===== src/sv/assert_macros.svh =====
// Assertion macros shared by the escape-time RTL.
// Each macro samples on clk and is disabled while arst_n is low.
`ifndef ASSERT_MACROS_SVH
`define ASSERT_MACROS_SVH

// Property must hold at every clock edge out of reset
`define ASSERT_HOLDS(lbl, prop, msg) \
	lbl: assert property (@(posedge clk) disable iff (!arst_n) prop) else $error(msg);

// Condition must never be true at a clock edge out of reset
`define ASSERT_NEVER(lbl, cond, msg) \
	lbl: assert property (@(posedge clk) disable iff (!arst_n) !(cond)) else $error(msg);

`endif


===== src/sv/mbe_pkg.sv =====
// Shared types and constants for the Mandelbrot escape-time block.
// Used by the controller, datapath and top level; no dependencies.
package mbe_pkg;

	// Default parameter values
	localparam int FRACTION_BITS_DEF = 28;
	localparam int MAX_LIMIT_DEF     = 5000;

	// Field and register widths
	localparam int COORD_W      = 32;
	localparam int LIMIT_W      = 13;
	localparam int COUNT_W      = 13;
	localparam int MAG_W        = 40;
	localparam int IN_TDATA_W   = 64;
	localparam int OUT_TDATA_W  = 56;
	localparam int OUT_TUSER_W  = 2;
	localparam int APB_DATA_W   = 32;
	localparam int APB_ADDR_W   = 3;
	localparam int CFG_IDX_W    = 1;

	// Register map
	localparam int unsigned REG_ITERATION_LIMIT = 0;
	localparam logic [LIMIT_W-1:0] LIMIT_RESET = 13'd500;

	// Controller states
	typedef enum logic [3:0] {
		ST_IDLE,
		ST_SHAPE_MUL,
		ST_SHAPE_SUM,
		ST_SHAPE_Q,
		ST_CARD_MUL,
		ST_CARD_SUM,
		ST_SHAPE_DECIDE,
		ST_ITER_MUL,
		ST_ITER_SUM,
		ST_ITER_STEP,
		ST_FINISH
	} state_t;

	// Operand set fed to the multipliers
	typedef enum logic [1:0] {
		OP_SHAPE,
		OP_CARD,
		OP_ITER
	} op_sel_t;

	// Controller to datapath
	typedef struct packed {
		logic    load;
		logic    mul_en1;
		logic    mul_en2;
		op_sel_t op_sel;
		logic    shape_q;
		logic    shape_decide;
		logic    step;
		logic    load_out;
	} dp_cmd_t;

	// Datapath to controller
	typedef struct packed {
		logic far;
		logic hit;
		logic stop;
	} dp_status_t;

endpackage


===== src/sv/mbe_ctrl.sv =====
// Sequencer for the escape-time block: shape test, iteration loop, result hand-off.
// Depends on mbe_pkg and assert_macros.svh.
`include "assert_macros.svh"

module mbe_ctrl (
	input  logic                clk,
	input  logic                arst_n,
	input  logic                in_valid,
	output logic                in_ready,
	output logic                out_valid,
	input  logic                out_ready,
	input  mbe_pkg::dp_status_t status,
	output mbe_pkg::dp_cmd_t    cmd
);
	import mbe_pkg::*;

	state_t state_q, state_d;
	logic   out_valid_q;

	// state register and result valid flag
	always_ff @(posedge clk or negedge arst_n) begin
		if (!arst_n) begin
			state_q     <= ST_IDLE;
			out_valid_q <= 1'b0;
		end else begin
			state_q <= state_d;
			if (cmd.load_out) begin
				out_valid_q <= 1'b1;
			end else if (out_ready) begin
				out_valid_q <= 1'b0;
			end
		end
	end

	// next state and datapath commands
	always_comb begin
		state_d  = state_q;
		in_ready = 1'b0;
		cmd      = '0;
		cmd.op_sel = OP_ITER;
		unique case (state_q)
			ST_IDLE: begin
				in_ready = 1'b1;
				if (in_valid) begin
					cmd.load = 1'b1;
					state_d  = status.far ? ST_ITER_MUL : ST_SHAPE_MUL;
				end
			end
			ST_SHAPE_MUL: begin
				cmd.mul_en1 = 1'b1;
				cmd.op_sel  = OP_SHAPE;
				state_d     = ST_SHAPE_SUM;
			end
			ST_SHAPE_SUM: begin
				cmd.mul_en2 = 1'b1;
				state_d     = ST_SHAPE_Q;
			end
			ST_SHAPE_Q: begin
				cmd.shape_q = 1'b1;
				state_d     = ST_CARD_MUL;
			end
			ST_CARD_MUL: begin
				cmd.mul_en1 = 1'b1;
				cmd.op_sel  = OP_CARD;
				state_d     = ST_CARD_SUM;
			end
			ST_CARD_SUM: begin
				cmd.mul_en2 = 1'b1;
				state_d     = ST_SHAPE_DECIDE;
			end
			ST_SHAPE_DECIDE: begin
				cmd.shape_decide = 1'b1;
				state_d          = status.hit ? ST_FINISH : ST_ITER_MUL;
			end
			ST_ITER_MUL: begin
				cmd.mul_en1 = 1'b1;
				cmd.op_sel  = OP_ITER;
				state_d     = ST_ITER_SUM;
			end
			ST_ITER_SUM: begin
				cmd.mul_en2 = 1'b1;
				state_d     = ST_ITER_STEP;
			end
			ST_ITER_STEP: begin
				cmd.step = 1'b1;
				state_d  = status.stop ? ST_FINISH : ST_ITER_MUL;
			end
			ST_FINISH: begin
				if (!out_valid_q || out_ready) begin
					cmd.load_out = 1'b1;
					state_d      = ST_IDLE;
				end
			end
			default: begin
				state_d = ST_IDLE;
			end
		endcase
	end

	assign out_valid = out_valid_q;

	// checks
	`ASSERT_HOLDS(a_load_out_free, cmd.load_out |-> (!out_valid_q || out_ready), "result overwritten before taken")
	`ASSERT_HOLDS(a_accept_leaves_idle, (in_valid && in_ready) |=> (state_q != ST_IDLE), "accepted beat not started")
	`ASSERT_HOLDS(a_valid_from_finish, $rose(out_valid_q) |-> $past(state_q == ST_FINISH), "result valid without finish")

endmodule


===== config.mk =====
export PLATFORM = sky130hd
export DESIGN_NAME = mbe_ctrl
export DESIGN_NICKNAME = d
export VERILOG_FILES = /design/src/sv/mbe_pkg.sv /design/src/sv/mbe_ctrl.sv
export VERILOG_INCLUDE_DIRS = /design/src /design/src/sv
export SDC_FILE = /design/constraint.sdc
export NUM_CORES = 1
export LEC_CHECK = 0
export BUFFER_PORTS_ARGS = -buffer_cell sky130_fd_sc_hd__buf_2
export CORE_AREA = 2 2 39 41
export CTS_CLUSTER_SIZE = 10
export DETAILED_ROUTE_END_ITERATION = 8
export DIE_AREA = 0 0 41 43
export PLACE_DENSITY = 0.69
export SYNTH_ARGS = -nofsm -noshare
export SYNTH_HDL_FRONTEND = slang
export SYNTH_SLANG_ARGS = --single-unit

===== constraint.sdc =====
create_clock -name clk -period 2 [get_ports clk]
set_input_delay 0 -clock clk [delete_from_list [all_inputs] [get_ports clk]]
set_output_delay 0 -clock clk [all_outputs]
set_load 0.03 [all_outputs]

==> flow_summary.yaml <==
final_layout:
  fin_area_sq_um: 553
  antenna_cells: 0
  drive_above_1_share: 0.343
  fin_nets: 78
  syn_to_final_growth_pct: 23.8
  nFillCells: 154
yosys:
  netlist.area_leader.share: 0.280
  async_flop_share: 1.00
  synth_edf_count: 0
  synth_ff_type: "dfrtp_1"
  synth_fp_nets: 60
  avgSynthCellArea_sq_um: 8.43
  synth-simple-area-share: 0.356
  ys_top_cells_by_area: "dfrtp_1 28%, nor4_4 4.8%, o21ai_0 4.5%"
  muxShareOfSynthArea: 0
  yosysTopAreaCell: "dfrtp_1"
  synth_xor_area_frac: 0.0392
  synthAdderAreaFrac: 0
  synth_seq_cells: 5
  yosys_warnings: 0
  yosysMostFrequentCell: "dfrtp_1"
  synth_top_family_by_area: "simple AND/OR/NAND/NOR gates"
  yosysUniqueCellTypes: 29
  synthCells: 53
  synth_area_sq_um: 447
  ys_seq_area_frac: 0.280
  synth-compound-area-share: 0.221
  synth_commonest_cells: "5 x dfrtp_1, 4 x nor2_1, 4 x o21ai_0"
critical_path:
  path_class: "reg2out"
  worst-endpoint-required_ns: 2.00
  crit_buf_inv: 1
  slowest_delay_ns: 0.57
  crit_family: "simple AND/OR/NAND/NOR gates"
  start_kind: "flop"
  worstPathCellList: "nand2b_4 -> or2_2 -> nor2b_1 -> buf_2"
  worstPathMaxFanout: 16
  crit_slowest_cell: "dfrtp_1"
  cp_data_arrival_time_ns: 1.70
  endpoint_kind: "output port"
  r2r_slack_ns: 0.44
placed_design:
  placed_area_sq_um: 517
  hpwl_microns: 781
  place.gp.congestion: 0.795
  io_buffers: 17
global_routing:
  grt_pass1_vias: 402
  grt_overflow: 0
  antenna_found_initial: 0
  grt_max_degree: 17
  grt_pass1_wl_microns: 1700
  grtUsageTotal: 0.141
pwr:
  swShare: 0.551
  netSwitchingPower_w: 0.000609
  peakVddDrop_uv: 485
  p_per_area_nw_per_um2: 2000
  p_seq_frac: 0.284
  p_comb_frac: 0.609
  p_leak_nw: 0.257
  p_clk_frac: 0.106
  p_int_w: 0.000497
clock_network:
  clk_pin_slew_ns: 0.04
  cts.sinks: 5
  clk_latency_ns: 0.25
  htreeDepth: 1
  cts_setup_buffers: 0
  clockBufferDepth: 2
  root_buffer: "clkbuf_4"
  cts_tree: "yes"
  cts_resized: 0
  numCtsBuffers: 3
floorplanning:
  die_width_microns: 41
  dieArea_sq_um: 1760
  core_sq_um: 1380
  rows: 14
  dieHeight_microns: 43
  start_util: 0.323
  io_pins: 18
sta:
  hold_viol: 0
  slew_viol_final: 0
  finalCritPeriodShare: 0.851
  setup_viol: 0
  worstMarginPinSlew_ns: 0.543
  rsz0062_at_grt: "false"
  fmax_ghz: 0.588
  slew_headroom: 0.638
  fin_skew_ns: 0.00409
  period_needed_ns: 1.70
  setup_tns_ns: 0
drt:
  routedWlPerCell_microns: 12.6
  ant_nets: 0
  vias: 448
  wl_microns: 1080
  vias_per_cell: 5.21
  drtIter0Drc: 8
  drt_first_pass_iters: 4
  drc_errors: 0
job:
  drv_cap: 0
status:
  run_status: "complete, no violations"
min_path:
  hp-class: "in2reg"
-- placed cells by master (no fill, tap or decap), drive strengths merged --
master and count:
a21oi 2, a31o 1, a41oi 1, and2 3, and3 1, buf 17
clkbuf 4, dfrtp 5, dlygate4sd3 1, inv 3, nand2 3, nand2b 5
nand4bb 1, nor2 4, nor2b 1, nor3 3, nor4 1, o2111ai 1
o21ai 4, o221ai 2, o22ai 1, o32a 1, o32ai 1, or2 1
or3 1, xnor2 2
-- final cells by class --
class	instances	area, sq um	share of cell area
inverter	3	11.3	0.0204
multi-input combinational	40	275	0.498
timing repair buffer	18	95.1	0.172
sequential	5	125	0.226
tap	16	20.0	0.0362
clock buffer	4	26.3	0.0475
-- through the flow --
stage	setup WS [ns]	cells	util	total power, W	hold WS [ns]
after global routing	0.194	86	0.400	0.00119	0.0825
after detailed placement	0.438	81	0.373	0.000990	-0.184
after CTS	0.287	86	0.400	0.00111	0.0504
final	0.298	86	0.400	0.00111	0.0513
after global placement	0.504	81	0.373	0.000977	-0.184
after floorplan	0.478	53	-	0.000871	-0.296
-- cells by family (layout without fill, tap and decap cells) --
logic type | Yosys count | after routing
buf+inv | 8 | 25
xor+xnor | 2 | 2
simple gates | 24 | 24
flops | 5 | 5
compound gates | 14 | 14
-- timing repair --
action                                  CTS  global route
hold buffers                              1             0
endpoints found under the hold margin     5             0
endpoints found under the setup margin    0             0
-- registers in the layout, indices dropped and copies added (netlist names) --
name,flops
state_q,4
out_valid,1
-- layer usage --
layer / share of wire / routed length (microns) / global-route usage
met3: 0.063 / 68 / 0.0628
met1: 0.42 / 450 / 0.173
met2: 0.52 / 561 / 0.225
met5: 0 / 0 / 0
met4: 0 / 0 / 0.0200
-- worst min-delay path: stages --
cell,delay [ns]
buf_2,0.09
o2111ai_1,0.09
o221ai_1,0.07
-- power groups by stage --
stage          Clock (W)  Sequential, W  Combinational [W]
2_1_floorplan          0       0.000181           0.000690
4_1_cts         0.000121       0.000313           0.000679
5_1_grt         0.000127       0.000333           0.000734
3_5_place_dp           0       0.000315           0.000675
3_3_place_gp           0       0.000310           0.000667
6_report        0.000117       0.000315           0.000674
-- final timing paths --
| check | end | cells after the start | startpoint |
|---|---|---|---|
| min in group asynchronous | state_q[1]$_DFFE_PN0P_ | 2 | arst_n |
| max | cmd[0] | 4 | state_q[2]$_DFFE_PN0P_ |
| min | state_q[3]$_DFFE_PN0P_ | 3 | status[1] |
| max reg2reg | state_q[2]$_DFFE_PN0P_ | 4 | state_q[2]$_DFFE_PN0P_ |
| max in group asynchronous | state_q[2]$_DFFE_PN0P_ | 2 | arst_n |
| min reg2reg | out_valid$_DFFE_PN0P_ | 2 | out_valid$_DFFE_PN0P_ |
(Power assumes the default switching activity.)
